===== config.mk =====
export PLATFORM = sky130hd
export DESIGN_NAME = lasc_mac
export DESIGN_NICKNAME = d
export VERILOG_FILES = /design/src/hdl/lasc_pkg.sv /design/src/hdl/lasc_mac.sv
export SDC_FILE = /design/constraint.sdc
export NUM_CORES = 2
export LEC_CHECK = 0
export BUFFER_PORTS_ARGS = -buffer_cell sky130_fd_sc_hd__buf_4
export CAP_MARGIN = 20
export CORE_MARGIN = 1
export CORE_UTILIZATION = 54
export DETAILED_ROUTE_END_ITERATION = 6
export PLACE_DENSITY = 0.7
export SYNTH_ARGS = -nofsm -noshare
export SYNTH_HDL_FRONTEND = slang
export SYNTH_SLANG_ARGS = --single-unit
export TNS_END_PERCENT = 1

===== constraint.sdc =====
create_clock -name i_clk -period 17.17 [get_ports i_clk]
set_clock_uncertainty 0.15 [all_clocks]
set_input_delay 1.717 -clock i_clk [delete_from_list [all_inputs] [get_ports i_clk]]
set_output_delay 1.717 -clock i_clk [all_outputs]
set_load 0.01 [all_outputs]

===== src/hdl/lasc_pkg.sv =====
// Shared constants, types and helpers for the load aggregation superposition core.
`timescale 1ns / 1ps
`default_nettype none
package lasc_pkg;

    // Row geometry
    localparam int NUM_CELLS = 32;
    localparam int CELL_W    = (NUM_CELLS > 1) ? $clog2(NUM_CELLS) : 1;
    localparam int CNT_W     = $clog2(NUM_CELLS + 1);

    // Field widths
    localparam int Q_W    = 32;
    localparam int G_W    = 32;
    localparam int IDX_W  = 5;
    localparam int CPL_W  = 6;
    localparam int K_W    = 5;
    localparam int DT_W   = 48;
    localparam int FRAC_W = 16;

    // Multiply-accumulate widths: (g[j]-g[j-1]) is one bit wider than g
    localparam int DG_W   = G_W + 1;
    localparam int PROD_W = DG_W + Q_W;
    localparam int TERM_W = PROD_W - FRAC_W;
    localparam int ACC_W  = TERM_W + CELL_W;

    // Stream packing
    localparam int IN_TDATA_W  = 72;
    localparam int OUT_TDATA_W = 48;

    // Configuration port
    localparam int APB_AW = 3;
    localparam int APB_DW = 32;
    localparam logic REG_CPL = 1'b0;

    // Reset and limit values
    localparam logic [CPL_W-1:0] CPL_RESET = CPL_W'(4);
    localparam logic [K_W-1:0]   K_MAX     = '1;

    // Item kinds carried on tuser
    localparam logic OP_LOAD = 1'b0;
    localparam logic OP_STEP = 1'b1;

    // Width level of a cell: k = floor(j / cpl), r = j mod cpl
    typedef struct packed {
        logic [K_W-1:0]   k;
        logic [CPL_W-1:0] r;
    } t_lvl;

    // Controls broadcast to every cell
    typedef struct packed {
        logic age;
        logic rot;
    } t_cell_ctl;

    // Controls for the shared multiply-accumulate unit
    typedef struct packed {
        logic start;
        logic issue;
        logic last;
    } t_mac_ctl;

    // Level of the following cell: bump k (saturating) once r reaches cpl
    function automatic t_lvl lvl_next(input t_lvl cur, input logic [CPL_W-1:0] cpl);
        t_lvl               nxt;
        logic [CPL_W:0]     r_inc;
        r_inc = {1'b0, cur.r} + (CPL_W+1)'(1);
        if (r_inc >= {1'b0, cpl}) begin
            nxt.r = '0;
            nxt.k = (cur.k == K_MAX) ? K_MAX : cur.k + K_W'(1);
        end else begin
            nxt.r = r_inc[CPL_W-1:0];
            nxt.k = cur.k;
        end
        return nxt;
    endfunction

endpackage
`default_nettype wire


===== src/hdl/lasc_mac.sv =====
// Shared multiply-accumulate for the superposition sum, with 48-bit saturation.
`timescale 1ns / 1ps
`default_nettype none
module lasc_mac import lasc_pkg::*; (
    input  wire logic                   i_clk,
    input  wire logic                   i_rst_n,
    input  wire t_mac_ctl               i_ctl,
    input  wire logic signed [Q_W-1:0]  i_q,
    input  wire logic signed [G_W-1:0]  i_g,
    output logic [DT_W-1:0]             o_delta,
    output logic                        o_sat,
    output logic                        o_done
);

    logic signed [G_W-1:0]    r_prev_g;
    logic signed [PROD_W-1:0] r_prod;
    logic                     r_pv;
    logic                     r_plast;
    logic signed [ACC_W-1:0]  r_acc;
    logic                     r_done;

    logic signed [DG_W-1:0]   w_dg;
    logic signed [TERM_W-1:0] w_term;
    logic [ACC_W-DT_W:0]      w_hi;
    logic                     w_ovf;

    // Difference of neighbouring response factors
    assign w_dg   = DG_W'(i_g) - DG_W'(r_prev_g);
    // Q32.32 product down to Q32.16, rounding toward minus infinity
    assign w_term = r_prod[PROD_W-1:FRAC_W];

    always_ff @(posedge i_clk) begin
        if (!i_rst_n) begin
            r_pv    <= 1'b0;
            r_plast <= 1'b0;
            r_done  <= 1'b0;
        end else begin
            r_pv    <= i_ctl.issue;
            r_plast <= i_ctl.issue && i_ctl.last;
            if (i_ctl.start) begin
                r_done <= 1'b0;
            end else if (r_pv && r_plast) begin
                r_done <= 1'b1;
            end
        end
    end

    // Multiply stage, then accumulate stage
    always_ff @(posedge i_clk) begin
        r_prod <= w_dg * i_q;
        if (i_ctl.start) begin
            r_prev_g <= '0;
            r_acc    <= '0;
        end else begin
            if (i_ctl.issue) begin
                r_prev_g <= i_g;
            end
            if (r_pv) begin
                r_acc <= r_acc + ACC_W'(w_term);
            end
        end
    end

    // Clip to the signed 48-bit range
    assign w_hi  = r_acc[ACC_W-1:DT_W-1];
    assign w_ovf = !((&w_hi) || !(|w_hi));

    always_comb begin
        if (!w_ovf) begin
            o_delta = r_acc[DT_W-1:0];
        end else if (r_acc[ACC_W-1]) begin
            o_delta = {1'b1, {(DT_W-1){1'b0}}};
        end else begin
            o_delta = {1'b0, {(DT_W-1){1'b1}}};
        end
    end

    assign o_sat  = w_ovf;
    assign o_done = r_done;

endmodule
`default_nettype wire


Word level (Yosys, flattened, before mapping). Cells that the tools add are included. Widths: inputs -> output; s select.

Register bits: 154. Input port bits: 69. Output and inout port bits: 50. Logic and storage cells: 20.

Add/subtract/negate cells: 2. $mul: 1. Multiplexer cells: 2. Bitwise logic cells: 1. Reductions and logical operators: 8.

Operators with widths (number): $mux 48 (2); $mul 33x32->65 (1); $add 54x49->54 (1); $sub 32x32->33 (1); $reduce_and 7->1 (1); $reduce_or 7->1 (1); $logic_and 1x1->1 (2); $logic_not 1->1 (2); $reduce_or 2->1 (1); $logic_or 1x1->1 (1); $not 1->1 (1).

Depth between registers and ports, before layout.
Depth after elaboration: 4. Depth in mapped cells: 45. Depth with buffers taken out: 44.

Least setup slack after synthesis. OpenSTA, ideal clock, no wires.

Kind: input-to-reg. Start: input port i_g[0]. End: register r_prod[64]. Setup time: 72 ps. Arrival: 11368 ps. Required time: 16948 ps. Slack: 5580 ps. Stages: 39. Path buffers: 2. Cells stage by stage: inv_1 > ha_1 > fa_1 > nor2b_1 > o21ai_1 > a21boi_1 > o21a_1 > o21ai_2 > a31oi_1 > o31a_1 > o21a_1 > o311ai_2 > a211oi_1 > o31ai_4 > buf_2 > nand2_1 > fa_1 > inv_1 > [3 not listed] > fa_1 > fa_1 > inv_1 > fa_1 > fa_1 > fa_1 > ha_1 > clkbuf_1 > a21oi_1 > o21ai_0 > and4_1 > o21ai_0 > nand4_1 > o21bai_1 > a21oi_1 > or3_1 > a31oi_1 > xnor2_1.

Word-level cells in the longest chain between the ends: 2.

RTL lines: start, declared (RTL line lasc_mac.sv:9) `input wire logic signed [G_W-1:0] i_g,`; $sub 32x32->33 (RTL line lasc_mac.sv:28) `assign w_dg = DG_W'(i_g) - DG_W'(r_prev_g);`; $mul 33x32->65 (RTL line lasc_mac.sv:50) `r_prod <= w_dg * i_q;`; end signal, assigned (RTL line lasc_mac.sv:50); end, declared (RTL line lasc_mac.sv:16) `logic signed [PROD_W-1:0] r_prod;`.

No other way between the ends. A chain may end at the register's enable or synchronous reset.

Worst setup path after layout. Ends and elaborated chain as after synthesis.

==> flow_summary.toml <==
[worst_setup_path]
worstSetupStartpointType = "input port"
arrival_ps = 13040
reg2regPathDepth = 42
timing.critical_path.mode_cell = "sky130_fd_sc_hd__fa_1"
timing.critical_path.required_ps = 17430
critical_path.endpoint_type = "flop"
criticalPathCategory = "input port to flop"
path_depth = 44
master_of_the_slowest_instance_on_the_critical_path = "sky130_fd_sc_hd__buf_4"
cp_slowest_stage_delay_ps = 570
critPathTopFamily = "adder cells"
worst-path-max-fanout = 65
cp_num_buf_inv = 9

[synth]
synth_compound_gate_area_share_pct = 7.411
synth_top_cells_by_area = "sky130_fd_sc_hd__fa_1 (47%), sky130_fd_sc_hd__inv_1 (8.9%), sky130_fd_sc_hd__ha_1 (7.1%), sky130_fd_sc_hd__dfxtp_1 (5.9%), sky130_fd_sc_hd__and2_1 (5.6%)"
syn-cell-area_mm2 = 0.04719
synth.mux.area_fraction_pct = 2.076
synth-adder-area-share_pct = 54.30
xor_xnor_fraction_of_synth_area_pct = 2.265
synth.largest_area_cell = "sky130_fd_sc_hd__fa_1"
post_synth_edffs = 0
synth_top_family_by_area = "adder cells"
post-synth-top-area-fraction_pct = 47.22
mappedNetlistNets = 6731
post_synth_simple_gate_area_pct = 16.73
synthArstFlopShare_pct = 0
postSynthCellCount = 5282
ys.flop_type = "sky130_fd_sc_hd__dfxtp_1"
postSynthAreaPerCell_um2 = 8.933
yosys_warnings = 0
yosys.cell_types.count = 73
synth.ff_latch_count = 138
synth_seq_area_share_pct = 5.855

[grt]
grt_antenna_before_repair = 4
first_global_vias = 38730
grt_util_met1_pct = 37.46
met2_usage_pct = 52.70
grt-busiest-layer = "met2"
pin_count_of_the_biggest_net_entering_global_routing = 69
grt_first_pass_wirelength_mm = 209.5
globalRouteTotalUtil_pct = 30.58
use_met3_pct = 4.769
overflow = 0

[floorplanning]
core_region_area_mm2 = 0.08662
initial_core_util_pct = 54.48
floorplan.die.height_um = 297.6
die_area_mm2 = 0.08857
io_pins = 119
num_rows = 108
die-width_um = 297.6

[job]
max_cap_violation_count = 0

[hold_path]
holdCritPathClass = "flop to flop"
worstHoldPathCells = 2

[clocking]
clkTransAtPathRegs_ps = 70
cts_resized = 0
cts.path.max_buffers = 2
cts_root_buffer = "sky130_fd_sc_hd__clkbuf_16"
clk-insertion-delay-late_ps = 490
cts_tree = "built"
numCtsBuffers = 17
post-cts-setup-buffers = 0
clock_tree.htree_level_count = 4
post_cts_hold_buffer_count = 0
tritoncts_num_sinks = 138

[finish]
layout.cells.most_common_list = "sky130_fd_sc_hd__inv_1 (1121), sky130_fd_sc_hd__fa_1 (1113), sky130_fd_sc_hd__nand2_1 (685), sky130_fd_sc_hd__and2_1 (422), sky130_fd_sc_hd__ha_1 (263)"
layout.cells.most_common = "sky130_fd_sc_hd__inv_1"
fin_area_mm2 = 0.04951
num-nets-final = 6611
layout-drive-gt1-share_pct = 4.986
layout-area-overhead-vs-synth_pct = 4.919

[timing]
report.final.hold_viol_count = 0
max_freq_ghz = 0.07826
grt_setup_unrepaired = "no"
slew_headroom_pct = 29.49
setup-tns-final_ps = 0
final_setup_violations = 0
final_period_utilization_pct = 74.42
worst_max_slew_pin_slew_ps = 1051
min_period_ps = 12780
final-max-slew-violation-count = 0

[placement]
gp_routability_congestion = 0.9210
numPortBuffers = 118
dpl_cell_area_mm2 = 0.04891
place_hpwl_mm = 95.39

[outcome]
outcome = "complete, but fails checks"
violations = "DRC"

[detailed_routing]
wl_per_cell_um = 20.27
detailroute.via_count = 35509
number_of_iterations_in_the_first_detailed_routing_pass = 7
drt-initial-drc-count = 2423
total_routed_length_mm = 128.4
remaining_drc_errors = 2
antenna_left = 0
post_drt_via_cell_ratio = 5.608
layer usage:
metal	up-vias	share of wire [%]
li1	15651	-
met5	-	0
met3	345	6.8
met2	1318	49
met4	0	5.5
met1	18195	38
cells in the mapped netlist, types with 4 or more instances:
library cell	count
sky130_fd_sc_hd__or3_1	9
sky130_fd_sc_hd__nor3b_1	4
sky130_fd_sc_hd__o21bai_1	17
sky130_fd_sc_hd__o21a_1	17
sky130_fd_sc_hd__nor4_1	31
sky130_fd_sc_hd__and2_1	422
sky130_fd_sc_hd__o31ai_1	7
sky130_fd_sc_hd__clkbuf_1	274
sky130_fd_sc_hd__nor2_1	181
sky130_fd_sc_hd__a21o_1	108
sky130_fd_sc_hd__nor3_1	27
sky130_fd_sc_hd__o41ai_1	4
sky130_fd_sc_hd__a311oi_1	17
sky130_fd_sc_hd__o211ai_1	34
sky130_fd_sc_hd__fa_1	1113
sky130_fd_sc_hd__a21boi_0	5
sky130_fd_sc_hd__xnor2_1	85
sky130_fd_sc_hd__nand3_1	60
sky130_fd_sc_hd__mux2i_1	81
sky130_fd_sc_hd__o21ai_1	8
sky130_fd_sc_hd__xor2_1	37
sky130_fd_sc_hd__nand4_1	15
sky130_fd_sc_hd__inv_1	1121
sky130_fd_sc_hd__nor2b_1	85
sky130_fd_sc_hd__a21oi_1	117
sky130_fd_sc_hd__buf_2	14
sky130_fd_sc_hd__nand2_1	685
sky130_fd_sc_hd__o21ai_0	63
sky130_fd_sc_hd__or2_2	4
sky130_fd_sc_hd__ha_1	267
sky130_fd_sc_hd__and3_1	9
sky130_fd_sc_hd__a211oi_1	20
sky130_fd_sc_hd__a31oi_1	18
sky130_fd_sc_hd__a311o_1	20
sky130_fd_sc_hd__dfxtp_1	138
sky130_fd_sc_hd__buf_1	11
sky130_fd_sc_hd__nand2b_1	71
sky130_fd_sc_hd__o22ai_1	4
sky130_fd_sc_hd__o31a_1	4
sky130_fd_sc_hd__mux2_2	14
sky130_fd_sc_hd__a211o_1	6
registers in the layout (all words and copies together) (netlist names):
signal,count
r_plast,1
r_prev_g,32
o_done,1
r_prod,49
r_pv,1
r_acc,54
worst paths after layout:
path | startpoint | to | slack (ps)
worst max-delay path | i_g[0] | r_prod[64] | 4390
worst min-delay path | r_prev_g[27] | r_prev_g[27] | 340
worst max register to register | r_prev_g[0] | r_prod[64] | 5430
worst min register to register | r_prev_g[27] | r_prev_g[27] | 340
metrics by stage:
stage | instances | hold slack, ps | utilization, % | worst slack, ps
after global placement | 6298 | 322.7 | 56.46 | 4298
after floorplan | 5282 | 308.3 | - | 5580
after CTS | 6330 | 348.5 | 57.15 | 4581
after global routing | 6330 | 366.5 | 57.15 | 3719
after detailed placement | 6298 | 329.3 | 56.46 | 4103
final | 6332 | 343.1 | 57.15 | 4392
worst register-to-register path, delay by kind of cell, from the launching register on:
family | cells | cell delay [ps]
adders and majority gates | 11 | 4960
AOI/OAI and AO/OA | 18 | 3830
and+or+nand+nor | 5 | 1160
buffers and inverters | 7 | 1120
DFF | 1 | 320
xor gates and xnor gates | 1 | 130
cells by family after synthesis:
group | count (synthesis)
multiplexers | 96
XOR/XNOR | 122
AO/OA/AOI/OAI | 506
buffers and inverters | 1422
adder cells (fa/ha/maj) | 1380
flip-flops | 138
AND/OR/NAND/NOR | 1618
cell type report:
class / count / area, um^2
multi-input combinational: 3722 / 39280
fill: 7676 / 37110
inverter: 1122 / 4212
sequential: 138 / 2764
tap: 1155 / 1445
timing repair buffer: 161 / 1209
clock buffer: 17 / 425.4
clock inverter: 15 / 170.2
antenna: 2 / 5.005
Power is not shown: default switching activity piles up to over one toggle a cycle in this logic, so the estimate is an artifact.
