$ cat src/hdl/lasc_pkg.sv
// Shared constants, types and helpers for the load aggregation superposition core.
`timescale 1ns / 1ps
`default_nettype none
package lasc_pkg;

    // Row geometry
    localparam int NUM_CELLS = 32;
    localparam int CELL_W    = (NUM_CELLS > 1) ? $clog2(NUM_CELLS) : 1;
    localparam int CNT_W     = $clog2(NUM_CELLS + 1);

    // Field widths
    localparam int Q_W    = 32;
    localparam int G_W    = 32;
    localparam int IDX_W  = 5;
    localparam int CPL_W  = 6;
    localparam int K_W    = 5;
    localparam int DT_W   = 48;
    localparam int FRAC_W = 16;

    // Multiply-accumulate widths: (g[j]-g[j-1]) is one bit wider than g
    localparam int DG_W   = G_W + 1;
    localparam int PROD_W = DG_W + Q_W;
    localparam int TERM_W = PROD_W - FRAC_W;
    localparam int ACC_W  = TERM_W + CELL_W;

    // Stream packing
    localparam int IN_TDATA_W  = 72;
    localparam int OUT_TDATA_W = 48;

    // Configuration port
    localparam int APB_AW = 3;
    localparam int APB_DW = 32;
    localparam logic REG_CPL = 1'b0;

    // Reset and limit values
    localparam logic [CPL_W-1:0] CPL_RESET = CPL_W'(4);
    localparam logic [K_W-1:0]   K_MAX     = '1;

    // Item kinds carried on tuser
    localparam logic OP_LOAD = 1'b0;
    localparam logic OP_STEP = 1'b1;

    // Width level of a cell: k = floor(j / cpl), r = j mod cpl
    typedef struct packed {
        logic [K_W-1:0]   k;
        logic [CPL_W-1:0] r;
    } t_lvl;

    // Controls broadcast to every cell
    typedef struct packed {
        logic age;
        logic rot;
    } t_cell_ctl;

    // Controls for the shared multiply-accumulate unit
    typedef struct packed {
        logic start;
        logic issue;
        logic last;
    } t_mac_ctl;

    // Level of the following cell: bump k (saturating) once r reaches cpl
    function automatic t_lvl lvl_next(input t_lvl cur, input logic [CPL_W-1:0] cpl);
        t_lvl               nxt;
        logic [CPL_W:0]     r_inc;
        r_inc = {1'b0, cur.r} + (CPL_W+1)'(1);
        if (r_inc >= {1'b0, cpl}) begin
            nxt.r = '0;
            nxt.k = (cur.k == K_MAX) ? K_MAX : cur.k + K_W'(1);
        end else begin
            nxt.r = r_inc[CPL_W-1:0];
            nxt.k = cur.k;
        end
        return nxt;
    endfunction

endpackage
`default_nettype wire

$ cat src/hdl/lasc_cell.sv
// One cell of the aggregation row: holds a load and a response factor.
`timescale 1ns / 1ps
`default_nettype none
module lasc_cell import lasc_pkg::*; (
    input  wire logic                   i_clk,
    input  wire logic                   i_rst_n,
    input  wire t_cell_ctl              i_ctl,
    input  wire logic                   i_g_wr,
    input  wire logic signed [G_W-1:0]  i_g_wdata,
    input  wire logic [CPL_W-1:0]       i_cpl,
    input  wire t_lvl                   i_lvl,
    output t_lvl                        o_lvl,
    input  wire logic signed [Q_W-1:0]  i_prev_q,
    input  wire logic signed [Q_W-1:0]  i_next_q,
    input  wire logic signed [G_W-1:0]  i_next_g,
    output logic signed [Q_W-1:0]       o_q,
    output logic signed [G_W-1:0]       o_g
);

    logic signed [Q_W-1:0] r_q;
    logic signed [G_W-1:0] r_g;
    t_lvl                  r_lvl;

    logic signed [Q_W-1:0] w_own_sh;
    logic signed [Q_W-1:0] w_prev_sh;
    logic signed [Q_W+1:0] w_sum;
    logic signed [Q_W-1:0] w_aged;

    // Age: q - (q >>> k) + (q_prev >>> k), clamped to 32 bits
    always_comb begin
        w_own_sh  = r_q >>> r_lvl.k;
        w_prev_sh = i_prev_q >>> r_lvl.k;
        w_sum     = (Q_W+2)'(r_q) - (Q_W+2)'(w_own_sh) + (Q_W+2)'(w_prev_sh);
        if (w_sum > $signed({3'b000, {(Q_W-1){1'b1}}})) begin
            w_aged = {1'b0, {(Q_W-1){1'b1}}};
        end else if (w_sum < $signed({3'b111, {(Q_W-1){1'b0}}})) begin
            w_aged = {1'b1, {(Q_W-1){1'b0}}};
        end else begin
            w_aged = w_sum[Q_W-1:0];
        end
    end

    // Hold the level position, age on a step, rotate during the sweep, else take a written response factor
    always_ff @(posedge i_clk) begin
        if (!i_rst_n) begin
            r_q   <= '0;
            r_g   <= '0;
            r_lvl <= '0;
        end else begin
            r_lvl <= i_lvl;
            if (i_ctl.age) begin
                r_q <= w_aged;
            end else if (i_ctl.rot) begin
                r_q <= i_next_q;
            end
            if (i_ctl.rot) begin
                r_g <= i_next_g;
            end else if (i_g_wr) begin
                r_g <= i_g_wdata;
            end
        end
    end

    assign o_lvl = lvl_next(r_lvl, i_cpl);
    assign o_q   = r_q;
    assign o_g   = r_g;

endmodule
`default_nettype wire

$ cat config.mk
export PLATFORM = sky130hd
export DESIGN_NAME = lasc_cell
export DESIGN_NICKNAME = d
export VERILOG_FILES = /design/src/hdl/lasc_pkg.sv /design/src/hdl/lasc_cell.sv
export SDC_FILE = /design/constraint.sdc
export NUM_CORES = 1
export LEC_CHECK = 0
export BUFFER_PORTS_ARGS = -buffer_cell sky130_fd_sc_hd__buf_2
export CAP_MARGIN = 20
export CELL_PAD_IN_SITES_DETAIL_PLACEMENT = 1
export CELL_PAD_IN_SITES_GLOBAL_PLACEMENT = 1
export CORE_UTILIZATION = 35
export CTS_CLUSTER_DIAMETER = 60
export DETAILED_ROUTE_END_ITERATION = 10
export PLACE_DENSITY = 0.77
export SYNTH_ARGS = -nofsm -noshare
export SYNTH_HDL_FRONTEND = slang
export SYNTH_SLANG_ARGS = --single-unit
$ cat constraint.sdc
create_clock -name i_clk -period 5.8 [get_ports i_clk]
set_input_delay 0.29 -clock i_clk [delete_from_list [all_inputs] [get_ports i_clk]]
set_output_delay 0.29 -clock i_clk [all_outputs]
set_load 0.05 [all_outputs]
# [After elaboration in Yosys (flattened, before gate mapping)]
# Index checks and enable logic that the tools add are counted.
[op_classes] reduce_logical=2 n_lt_le_gt_ge=3 eq_ne=1 add_sub_neg=4 multipliers=0 shifts=2 mux=8 bitwise=0 div=0
[op_table] cell="$mux 32" n=6
[op_table] cell="$sshr 32x5->32" n=2
[op_table] cell="$add 33x32->34" n=1
[op_table] cell="$gt 34x32->1 const B" n=1
[op_table] cell="$lt 34x32->1 const B" n=1
[op_table] cell="$sub 32x32->33" n=1
[op_table] cell="$mux 11" n=1
[op_table] cell="$add 6x1->7 const B" n=1
[op_table] cell="$ge 7x6->1" n=1
[op_table] cell="$add 5x1->5 const B" n=1
[op_table] cell="$eq 5x5->1 const B" n=1
[op_table] cell="$mux 5" n=1
[op_table] cell="$reduce_bool 2->1" n=2
[word_totals] latch_bits=0 mem_bits_ro=0 memories=0 mem_bits_rw=0 word_cells=24 ff_bits=75 inputBits=150

# [Longest topological paths before layout]
# Gate-level depths: netlist of the first run.
[depth] word_depth=7 depth_mapped=26 mapped_depth_nobuf=21

# [Worst setup path after synthesis of the first run]
# No wires, ideal clock.
[synth_path] path_kind="reg2reg" start="register r_lvl[6] in the netlist's numbering" end="register r_q[23], in the netlist o_q[23]" path_slack_ps=977 period_less_slack_ps=4823 stages_incl_launch_ff=22 arrival_time_ps=4675 t_required_ps=5652 setup_ps=148 cell_sequence="dfxtp_1 clkbuf_1 buf_2 buf_2 mux2i_1 a21oi_1 mux4_2 nor2_1 a21oi_1 fa_1 inv_1 ha_1 o211ai_1 o21bai_1 a31o_2 o211ai_2 nand3_2 a211o_1 buf_6 o21ai_4 buf_6 a211oi_2"
[synth_via] elab_chain_cells=7 word_cells_on_any_way=9 cone_classes="add/sub (2); order compare (2); shift (2); mux (3)"
[synth_rtl] element="start, declared" line="lasc_cell.sv:22" source="t_lvl r_lvl;"
[synth_rtl] element="start signal, assigned" line="lasc_cell.sv:50" source="r_lvl <= i_lvl;"
[synth_rtl] element="$sshr 32x5->32" line="lasc_cell.sv:31" source="w_own_sh = r_q >>> r_lvl.k;"
[synth_rtl] element="$sub 32x32->33" line="lasc_cell.sv:33" source="w_sum = (Q_W+2)'(r_q) - (Q_W+2)'(w_own_sh) + (Q_W+2)'(w_prev_sh);"
[synth_rtl] element="$add 33x32->34 *" line="lasc_cell.sv:33"
[synth_rtl] element="$lt 34x32->1" line="lasc_cell.sv:36" source="end else if (w_sum < $signed({3'b111, {(Q_W-1){1'b0}}})) begin"
[synth_rtl] element="$mux 32" line="lasc_cell.sv:36"
[synth_rtl] element="$mux 32 *" line="lasc_cell.sv:34" source="if (w_sum > $signed({3'b000, {(Q_W-1){1'b1}}})) begin"
[synth_rtl] element="$mux 32 *" line="lasc_cell.sv:51" source="if (i_ctl.age) begin"
[synth_rtl] element="end signal, assigned" line="lasc_cell.sv:52" source="r_q <= w_aged;"
[synth_rtl] element="end signal, assigned" line="lasc_cell.sv:54" source="r_q <= i_next_q;"
[synth_rtl] element="end, declared" line="lasc_cell.sv:20" source="logic signed [Q_W-1:0] r_q;"
# Mark *: on every way between the ends. The rest lies on a longest branch, timed or not.
# A chain may end at the register's enable or synchronous reset.

# [Final worst setup path of the first run]
[layout_path] start="register r_lvl[7] in the netlist's numbering" end="register r_q[5], in the netlist o_q[5]"
# The elaborated chain is that of the path after synthesis.

==> results of run 1 <==
-- cell type report --
cell class	count	area share
clock inverters	6	0.005079
inverters	108	0.03578
multi-input cells	930	0.6406
diodes	3	0.0006625
clock buffers	10	0.02208
flip-flops and latches	75	0.1332
repair buffers	257	0.1250
well taps	341	0.03765
-- per-stage QoR --
| step | power, mW | utilization | setup slack, ps | hold slack [ps] | cells |
|---|---|---|---|---|---|
| floorplan | 4.250 | - | 976.7 | 417.3 | 1200 |
| global placement | 5.422 | 0.4086 | 161.9 | 498.5 | 1709 |
| detailed placement | 5.487 | 0.4086 | 151.5 | 501.5 | 1709 |
| CTS | 6.132 | 0.4200 | 116.2 | 126.6 | 1725 |
| global route | 6.676 | 0.4216 | 18.47 | 129.4 | 1730 |
| finish | 6.156 | 0.4216 | 326.8 | 131.2 | 1730 |
-- state kept, by name, indices dropped and copies added (netlist names) --
signal	cells
o_q	32
r_lvl	11
o_g	32
-- cells by family after synthesis --
kind of cell,share of synthesized area
buffers and inverters,0.08232
adders and majority gates,0.1199
and+or+nand+nor,0.1658
DFF,0.1573
AOI/OAI and AO/OA,0.2167
muxes,0.2277
xor gates and xnor gates,0.03028
-- repair_timing --
item / CTS / global route
resized for setup: 0 / 0
hold buffers: 0 / 0
setup buffers: 0 / 2
endpoints found under the setup margin: 0 / 31
-- path summary, 6_finish.rpt --
check	from	endpoint	slack [ps]
hold / removal	i_lvl[4]	r_lvl[4]$_SDFF_PN0_	130
hold reg to reg	o_g[28]$_SDFFE_PN0P_	o_g[28]$_SDFFE_PN0P_	640
setup reg to reg	r_lvl[7]$_SDFF_PN0_	o_q[5]$_SDFFE_PN0P_	330
setup / recovery	r_lvl[7]$_SDFF_PN0_	o_q[5]$_SDFFE_PN0P_	330
-- layer usage --
metal,vias to the layer above,wire [um],global-route usage
met5,-,0,0
met4,0,1173,0.1017
met3,67,1663,0.03782
met1,4775,15940,0.3311
li1,4613,-,-
met2,261,17930,0.4482
-- power groups by stage --
stage / clock (mW) / sequential, mW / combinational, mW
2_1_floorplan: 0 / 1.09 / 3.16
3_3_place_gp: 0 / 0.848 / 4.57
3_5_place_dp: 0 / 0.852 / 4.64
4_1_cts: 0.620 / 0.841 / 4.67
5_1_grt: 0.647 / 0.856 / 5.17
6_report: 0.608 / 0.837 / 4.71
-- worst reg2reg max path, cell delays in order (launching register included) --
cell	delay, ps
dfxtp_2	610
clkinv_1	420
buf_4	310
a211oi_1	230
a21oi_1	100
nand2_1	110
a31oi_1	120
o21ai_0	460
fa_1	510
inv_1	90
ha_1	320
a21oi_2	220
o21ai_1	100
a41o_1	240
a31oi_1	360
o21ai_1	200
o21ai_2	200
a211o_1	200
o21ai_4	60
buf_4	240
a221oi_1	260
-- placed cells by master, fill, tap and decap left out, drive strengths merged, types with 5 or more instances in the layout --
master,n
buf,257
nand2,165
o21ai,125
inv,113
mux2i,99
a21oi,77
dfxtp,75
nor2,54
and2,51
mux4,45
ha,41
fa,31
nand3,21
xnor2,18
a21o,18
o21a,18
a221oi,18
mux2,15
xor2,15
a211oi,15
a31oi,12
nor2b,11
and3,10
clkbuf,10
o211ai,9
and4,8
nand2b,7
a21boi,6
nand4,5
o22ai,5
-- synthesized netlist by cell type (10+ instances only) --
library cell | n | area share
a211oi_1 | 14 | 0.011
a21o_1 | 18 | 0.014
a21oi_1 | 76 | 0.040
a221oi_1 | 10 | 0.0092
a31oi_1 | 12 | 0.0079
and2_1 | 51 | 0.033
and3_1 | 10 | 0.0066
buf_1 | 12 | 0.0047
buf_2 | 13 | 0.0068
clkbuf_1 | 57 | 0.022
dfxtp_1 | 75 | 0.16
fa_1 | 31 | 0.065
ha_1 | 41 | 0.054
inv_1 | 107 | 0.042
mux2_2 | 15 | 0.018
mux2i_1 | 99 | 0.10
mux4_2 | 45 | 0.11
nand2_1 | 165 | 0.065
nand3_1 | 20 | 0.010
nor2_1 | 53 | 0.021
nor2b_1 | 11 | 0.0072
o21a_1 | 17 | 0.013
o21ai_0 | 121 | 0.063
xnor2_1 | 18 | 0.017
xor2_1 | 15 | 0.014
==> summary.txt, run 1 <==
Synthesized flop and latch total: 75
Switching Fraction: 0.5553
Clock Pin Slew Worst Setup and Hold Paths: 70 ps
Vias in the first global route: 9944
DR vias: 9716
Total GRT Usage: 0.2615
R2R cell count: 20
Routed vias/inst: 5.616
Max-cap viol count: 0
WHS Path Cells: 2
Clock share of power: 0.099
Core Region: 0.02688 sq mm
Leak: 5.435 nW
Post-synth EDFFs: 0
Die height: 167.1 um
DRT Pass-1 Iters: 7
Die X: 167.1 um
First-pass GRT wire length: 57.07 mm
Status: finished, final reports clean
Worst vdd ir: 0.0002444 V
Area after DPL: 0.01098 sq mm
CTS tree: built
Filler instances: 3389
Crit path largest cell delay: 610 ps
Worst-Margin Slew: 1038 ps
Post-synth ARST share: 0
Total power divided by cell area: 543.3 mW/mm^2
Ratio of cells with drive above 1 in the final layout: 0.2583
Syn Inst Count: 1200
Crit path buffers/inverters: 4
GR Overflow Total: 0
Startpoint types: flop
Port Buffers: 224
RSZ-0062 raised after global routing: no
Initial antenna violation count: 3
I/O Pins: 225
Synth Net Count: 1422
Cell-internal power: 2.737 mW
Reg power frac: 0.136
Root Driver: clkbuf_16
Yosys warning total: 0
Worst Hold Class: input port to flop
Post-Route Skew: 8.263 ps
# DRC: 0
Clock latency on the worst-skew pair: 360 ps
Number of hold violations in the final report: 0
Post-route clock period utilization: 0.9436
Final antenna-violating net count: 0
Avg WL per Cell: 21.22 um
Syn Area/Cell: 7.955 sq um
Critical Path Sink Type: flop
Die area: 0.02794 sq mm
Max H-tree Level: 3
NetSw: 3.419 mW
Storage cell area: 0.001509 sq mm
Critical path cell sequence: clkinv_1 > buf_4 > a211oi_1 > a21oi_1 > nand2_1 > a31oi_1 > o21ai_0 > fa_1 > inv_1 > ha_1 > a21oi_2 > o21ai_1 > a41o_1 > a31oi_1 > o21ai_1 > o21ai_2 > a211o_1 > o21ai_4 > buf_4 > a221oi_1
F_max: 182.7 MHz
Clk buf depth: 2
Final Wtd Congestion: 0.9283
Setup TNS: 0 ps
Footprint of the multi-input gates: 0.007258 sq mm
Max-slew violation count: 0
Nets: 1603
Final HPWL DP: 28.92 mm
Rel. slew slack: 0.3078
Initial Util: 0.3552
Post-synth cell types: 61
Main synth FF type: dfxtp_1
Crit path kind: flop to flop
Mapped Area: 0.009545 sq mm
Final worst path period need: 5473 ps
Area growth syn-to-layout: 18.71%
Worst-path maximum fanout: 20
CTS Buf Count: 9
Fin area: 0.01133 sq mm
Pin count of the biggest net entering global routing: 67
CP max-delay cell: dfxtp_2
Register area share after synthesis: 0.1573
FP Rows: 60
Clock sinks: 75
CP top delay family: compound AO/OA/AOI/OAI gates
Required time worst endpoint: 6050 ps
Stages on worst setup path: 20
Critical path arrival: 5730 ps
Final setup fails: 0
1st-iter DRT viols: 642
Detailed Route WL: 36.70 mm
Logic pwr share: 0.765
Note: power is estimated with default switching activity, not from simulation.
==> run 2: changes to the inputs <==
ABC_AREA = 1   (was default)
BUFFER_PORTS_ARGS = default   (was -buffer_cell sky130_fd_sc_hd__buf_2)
DONT_BUFFER_PORTS = 1   (was default)
PLACE_DENSITY = 0.72   (was 0.77)
==> summary.txt, run 2 <==
Worst-Margin Slew: 1071 ps (+32.29 ps)
Post-synth top area cell: nand2_1
Post-route clock period utilization: 0.9051 (-0.03855)
R2R Setup Slk: 550 ps (+220 ps)
Post-synth EDFFs: 0 (unchanged)
Final antenna-violating net count: 0 (unchanged)
Root Driver: clkbuf_16
Synthesized flop and latch total: 75 (unchanged)
Hold_sp: i_lvl[8]
Avg WL per Cell: 17.99 um (-15%)
Share of the synthesized area in the top cell type: 0.2117 (+0.05442)
Ranking of synthesized cells by area: nand2_1 21%, dfxtp_1 15%, inv_1 10%
ANT cells: 0 (-3)
Max H-tree Level: 3 (unchanged)
Yosys warning total: 0 (unchanged)
Hold EP: r_lvl[8]$_SDFF_PN0_
Worst vdd ir: 0.0003050 V (+25%)
Final hold slack: 33.56 ps (-97.67 ps)
Initial Util: 0.3598 (+0.004642)
Core Region: 0.02809 sq mm (+4.5%)
Most frequent cells in the layout: 570 x nand2_1, 269 x inv_1, 192 x o21ai_0
I/O Pins: 225 (unchanged)
First-pass GRT wire length: 59.19 mm (+3.7%)
Filler instances: 3937 (+16%)
Nets: 1954 (+22%)
Post-synth cell types: 47 (-23%)
Critical Path Sink Type: flop
Port Buffers: 0 (-100%)
Clk buf depth: 2 (unchanged)
Final setup fails: 0 (unchanged)
Critical path cell sequence: inv_1 > o21ai_0 > nand2_1 > nand2_1 > nand2_1 > o21ai_0 > o21ai_0 > o21ai_0 > fa_1 > inv_1 > ha_1 > nand2_1 > inv_1 > a21oi_1 > nand2_1 > a21oi_1 > nand3_1 > nand2_1 > nand3_1 > nand2_2 > nand2_1 > nand2_1 > a21oi_2
Detailed Route WL: 38.05 mm (+3.7%)
Total power divided by cell area: 688.9 mW/mm^2 (+27%)
Footprint of the multi-input gates: 0.007154 sq mm (-1.4%)
Clock latency on the worst-skew pair: 360 ps (about the same)
DR vias: 11060 (+14%)
Reg2reg start: o_q[21]$_SDFFE_PN0P_
Post-cts resize count: 0 (unchanged)
Crit path largest cell delay: 690 ps (+80 ps)
Syn Area/Cell: 5.677 sq um (-29%)
Final Wtd Congestion: 0.9654 (+4.0%)
Clock share of power: 0.088 (-0.011)
Die height: 171.9 um (+2.9%)
Reg-to-Reg End: o_q[21]$_SDFFE_PN0P_
Max-cap viol count: 0 (unchanged)
Switching Fraction: 0.6129 (+0.05753)
Clock Pin Slew Worst Setup and Hold Paths: 60 ps (about the same)
GR Overflow Total: 0 (unchanged)
Hold_buf cts: 0 (unchanged)
R2R cell count: 23 (+15%)
Power, Total: 7.438 mW (+21%)
RSZ-0062 raised after global routing: no
CTS Buf Count: 9 (unchanged)
Critical path arrival: 5470 ps (-260 ps)
CP max-delay cell: dfxtp_1
Top cells by count, synth: 570 x nand2_1, 269 x inv_1, 197 x o21ai_0
Fin area: 0.01080 sq mm (-4.7%)
Syn Inst Count: 1780 (+48%)
Setup Fix Bufs, Post-CTS: 0 (unchanged)
Final worst path period need: 5250 ps (-223.6 ps)
Number of hold violations in the final report: 0 (unchanged)
Rel. slew slack: 0.2815 (-0.02631)
NetSw: 4.558 mW (+33%)
1st-iter DRT viols: 551 (-14%)
Storage cell area: 0.001506 sq mm (-0.17%)
Cell-internal power: 2.879 mW (+5.2%)
Pin count of the biggest net entering global routing: 92 (+37%)
Total GRT Usage: 0.2614 (about the same)
Logic pwr share: 0.782 (+0.017)
Main synth FF type: dfxtp_1
Post-Route Skew: 17.48 ps (+9.214 ps)
F_max: 190.5 MHz (+4.3%)
Crit path top cell by count: nand2_1
Worst-path maximum fanout: 31 (+55%)
Max-slew violation count: 0 (unchanged)
Crit path kind: flop to flop
DRT Pass-1 Iters: 4 (-3)
Startpoint types: flop
Most common cell in the synthesized netlist: nand2_1
Worst Hold Class: input port to flop
Leak: 5.586 nW (+2.8%)
Mapped Area: 0.01011 sq mm (+5.9%)
Finished Layout Cells: 2115 (+22%)
Most common cell after layout, fill and taps aside: nand2_1
Area after DPL: 0.01046 sq mm (-4.7%)
FP Rows: 61 (+1.7%)
Post-synth ARST share: 0 (unchanged)
Vias in the first global route: 11030 (+11%)
Synth Net Count: 2002 (+41%)
Status: finished, final reports clean
WHS Path Cells: 2 (unchanged)
Register area share after synthesis: 0.1486 (-0.008725)
Final HPWL DP: 31.05 mm (+7.4%)
DP Cell Count: 2099 (+23%)
Initial antenna violation count: 0 (-3)
Die area: 0.02956 sq mm (+5.8%)
Routed vias/inst: 5.227 (-6.9%)
Die X: 171.9 um (+2.9%)
Ratio of cells with drive above 1 in the final layout: 0.06505 (-0.1932)
Setup TNS: 0 ps (unchanged)
Clock sinks: 75 (unchanged)
Area growth syn-to-layout: 6.834%
# DRC: 0 (unchanged)
Reg power frac: 0.129 (-0.007)
Required time worst endpoint: 6020 ps (-30 ps)
CTS tree: built
run 2: cell types whose count changed in the layout (fill, tap and decap cells not counted), moves of 30 or more:
cell and change:
o21ai_0 +71, and2_1 -50, a21oi_2 +30, buf_2 -223
nand2_1 +405, nor2_1 +92, nand3_1 +62, mux4_2 -45
inv_1 +163, mux2i_1 -68
run 2: cell type report:
| cell class | count | area share |
|---|---|---|
| multi-input combinational | 1333 | 0.6626 |
| sequential | 75 | 0.1395 |
| inverter | 275 | 0.09561 |
| clock inverter | 6 | 0.008692 |
| timing repair buffer | 38 | 0.02758 |
| clock buffer | 10 | 0.02213 |
| tap | 378 | 0.04381 |
run 2: cells by family (layout without fill, tap and decap cells):
group                      count (synthesis)  after routing  synth area share
buffers and inverters                    372            329            0.1442
AOI/OAI and AO/OA                        378            378            0.2157
and+or+nand+nor                          827            827            0.3270
DFF                                       75             75            0.1486
xor gates and xnor gates                  25             25           0.02167
adders and majority gates                 72             72            0.1122
muxes                                     31             31           0.03070
run 2: stage by stage:
step / utilization / worst slack, ps
6_report: 0.3844 / 550.4
3_3_place_gp: 0.3726 / 792.7
3_5_place_dp: 0.3726 / 586.2
5_1_grt: 0.3844 / 75.73
2_1_floorplan: - / 1839
4_1_cts: 0.3844 / 576.6
run 2: critical path: cells and delay by family (launching register included):
family / cells / cell delay, ps
buffers and inverters: 3 / 320
DFF: 1 / 690
and+or+nand+nor: 11 / 1660
adders and majority gates: 2 / 770
AOI/OAI and AO/OA: 7 / 1650
run 2: worst max-delay path by stage:
stage                                     from                   end  slack (ps)
after floorplan           o_q[15]$_SDFFE_PN0P_   o_q[6]$_SDFFE_PN0P_        1840
after global placement    o_q[21]$_SDFFE_PN0P_  o_q[20]$_SDFFE_PN0P_         790
after detailed placement  o_q[21]$_SDFFE_PN0P_  o_q[17]$_SDFFE_PN0P_         590
after CTS                 o_q[21]$_SDFFE_PN0P_  o_q[23]$_SDFFE_PN0P_         580
after global routing      o_q[21]$_SDFFE_PN0P_  o_q[21]$_SDFFE_PN0P_          80
final                     o_q[21]$_SDFFE_PN0P_  o_q[21]$_SDFFE_PN0P_         550
run 2: metal layers:
layer / part of all wire / routed length (um) / global-route usage
met2: 0.45 / 17240 / 0.4306
met5: 0 / 0 / 0
met4: 0.027 / 1046 / 0.09042
met3: 0.057 / 2160 / 0.04898
met1: 0.46 / 17600 / 0.3398
run 2: power groups by stage:
stage | Clock, mW | Sequential (mW) | Combinational, mW
3_3_place_gp | 0 | 0.972 | 5.64
5_1_grt | 0.691 | 0.978 | 6.53
4_1_cts | 0.673 | 0.962 | 5.78
2_1_floorplan | 0 | 1.18 | 3.97
3_5_place_dp | 0 | 0.974 | 5.73
6_report | 0.656 | 0.962 | 5.82
==> run 3: changes to the inputs <==
REMOVE_ABC_BUFFERS = 1   (was default)
==> summary.txt, run 3 (synthesis gave the netlist of run 2 again) <==
CTS Buf Count: 9 (unchanged)
Crit path top cell by count: nand2_1
Port Buffers: 0 (unchanged)
Stages on worst setup path: 22 (-4.3%)
Reg-to-Reg End: o_q[2]$_SDFFE_PN0P_
Final HPWL DP: 29.67 mm (-4.4%)
Hold_buf cts: 0 (unchanged)
Nets: 1944 (-0.51%)
Total power divided by cell area: 677.8 mW/mm^2 (-1.6%)
Reg2reg start: o_q[23]$_SDFFE_PN0P_
Die height: 171.9 um (unchanged)
Critical path arrival: 5400 ps (-70 ps)
GRT Max-Usage Layer: met2
Total GRT Usage: 0.2533 (-0.008059)
Vias in the first global route: 11130 (+0.96%)
R2R Setup Slk: 680 ps (+130 ps)
R2R cell count: 22 (-4.3%)
CTS tree: built
Final setup fails: 0 (unchanged)
CP top delay family: simple AND/OR/NAND/NOR gates
Rel. slew slack: 0.2904 (+0.008865)
Die X: 171.9 um (unchanged)
Startpoint types: flop
Status: finished, final reports clean
First-pass GRT wire length: 58.58 mm (-1.0%)
Post-route clock period utilization: 0.8825 (-0.02257)
Met2 Use GR: 0.4220 (-0.008590)
Number of hold violations in the final report: 0 (unchanged)
GR Overflow Total: 0 (unchanged)
CP Capture Point: o_q[2]$_SDFFE_PN0P_
Clock latency on the worst-skew pair: 360 ps (about the same)
Crit path largest cell delay: 710 ps (+20 ps)
Avg WL per Cell: 17.45 um (-3.0%)
FP Rows: 61 (unchanged)
Initial antenna violation count: 0 (unchanged)
Core Region: 0.02809 sq mm (unchanged)
Fin area: 0.01071 sq mm (-0.79%)
Clock sinks: 75 (unchanged)
Worst-path maximum fanout: 31 (unchanged)
1st-iter DRT viols: 638 (+16%)
ANT cells: 0 (unchanged)
GRT met1 Usage: 0.3375 (-0.002258)
I/O Pins: 225 (unchanged)
Setup TNS: 0 ps (unchanged)
Max H-tree Level: 3 (unchanged)
Crit path buffers/inverters: 2 (-1)
Required time worst endpoint: 6090 ps (+70 ps)
Root Driver: clkbuf_16
F_max: 195.4 MHz (+2.6%)
Max-slew violation count: 0 (unchanged)
Leak: 5.529 nW (-1.0%)
Detailed Route WL: 36.73 mm (-3.4%)
Die area: 0.02956 sq mm (unchanged)
RSZ-0062 raised after global routing: no
Critical Path Sink Type: flop
Ratio of cells with drive above 1 in the final layout: 0.05964 (-0.005414)
Area after DPL: 0.01040 sq mm (-0.60%)
Clock Pin Slew Worst Setup and Hold Paths: 70 ps (about the same)
# DRC: 0 (unchanged)
Post-Route Skew: 6.771 ps (-10.71 ps)
Clk buf depth: 2 (unchanged)
Worst-Margin Slew: 1057 ps (-13.21 ps)
Most frequent cells in the layout: 570 x nand2_1, 268 x inv_1, 192 x o21ai_0
Routed vias/inst: 5.213 (-0.26%)
Met3 Track Usage GR: 0.03204 (-0.01694)
Post-cts resize count: 0 (unchanged)
Worst Hold Class: input port to flop
DRT Pass-1 Iters: 5 (+1)
Worst vdd ir: 0.0002856 V (-6.4%)
Final antenna-violating net count: 0 (unchanged)
Final worst path period need: 5119 ps (-130.9 ps)
Worst setup startpoint: o_q[23]$_SDFFE_PN0P_
DR vias: 10970 (-0.73%)
Most common cell after layout, fill and taps aside: nand2_1
Area growth syn-to-layout: 5.992%
Final Wtd Congestion: 0.9446 (-2.2%)
Filler instances: 3954 (+0.43%)
Setup Fix Bufs, Post-CTS: 0 (unchanged)
Pin count of the biggest net entering global routing: 92 (unchanged)
Critical path cell sequence: inv_1 > o21ai_0 > mux2i_1 > or2_2 > o21ai_0 > mux2i_1 > o21ai_0 > fa_1 > inv_1 > ha_1 > or2_1 > nand3_1 > nand2_1 > nand2_1 > nand2_2 > a21oi_4 > nand3_2 > nand2_2 > nand2_1 > nand2_1 > nand2_1 > a21oi_2
Initial Util: 0.3598 (unchanged)
Crit path kind: flop to flop
CP max-delay cell: dfxtp_1
Max-cap viol count: 0 (unchanged)
[run 3: routing by layer]
layer	routed length (um)	part of all wire	vias up
met5	0	0	-
met4	881	0.024	0
met3	1735	0.047	49
met2	17050	0.46	266
met1	17070	0.46	5166
li1	-	-	5493
[run 3: final cells by class]
cell class,count,area [sq um],share of cell area
Timing Repair Buffer,28,235.2,0.02196
Sequential cell,75,1506,0.1406
Clock buffer,10,239.0,0.02231
Tap cell,378,473.0,0.04415
Inverter,275,1032,0.09637
Multi-Input combinational cell,1333,7154,0.6679
Clock inverter,6,71.32,0.006658
[run 3: power by group]
| part | leakage, nW | internal [mW] | total (mW) | switching [mW] |
|---|---|---|---|---|
| combinational | 4.75 | 1.80 | 5.60 | 3.80 |
| sequential | 0.624 | 0.643 | 1.04 | 0.400 |
| clock | 0.151 | 0.351 | 0.612 | 0.262 |
[run 3: how the worst min path moves through the flow]
stage          cells past startpoint                    to  slack [ps]     start
2_1_floorplan                      2   r_lvl[0]$_SDFF_PN0_         380   i_rst_n
4_1_cts                            2  o_g[21]$_SDFFE_PN0P_          20   i_rst_n
5_1_grt                            2   r_lvl[2]$_SDFF_PN0_          30  i_lvl[2]
3_3_place_gp                       2   r_lvl[0]$_SDFF_PN0_         390  i_lvl[0]
3_5_place_dp                       2   r_lvl[4]$_SDFF_PN0_         390  i_lvl[4]
6_report                           2   r_lvl[8]$_SDFF_PN0_          30  i_lvl[8]
[run 3: per-stage QoR]
| stage | total power [mW] | hold WS, ps | util | setup slack [ps] | std cells |
|---|---|---|---|---|---|
| after floorplan | 5.008 | 383.5 | - | 186.3 | 1683 |
| after detailed placement | 6.554 | 394.3 | 0.3703 | 742.3 | 2089 |
| final | 7.260 | 30.07 | 0.3814 | 681.4 | 2105 |
| after CTS | 7.221 | 18.87 | 0.3814 | 710.3 | 2105 |
| after global placement | 6.439 | 391.5 | 0.3703 | 867.8 | 2089 |
| after global routing | 8.002 | 31.86 | 0.3814 | 259.8 | 2105 |
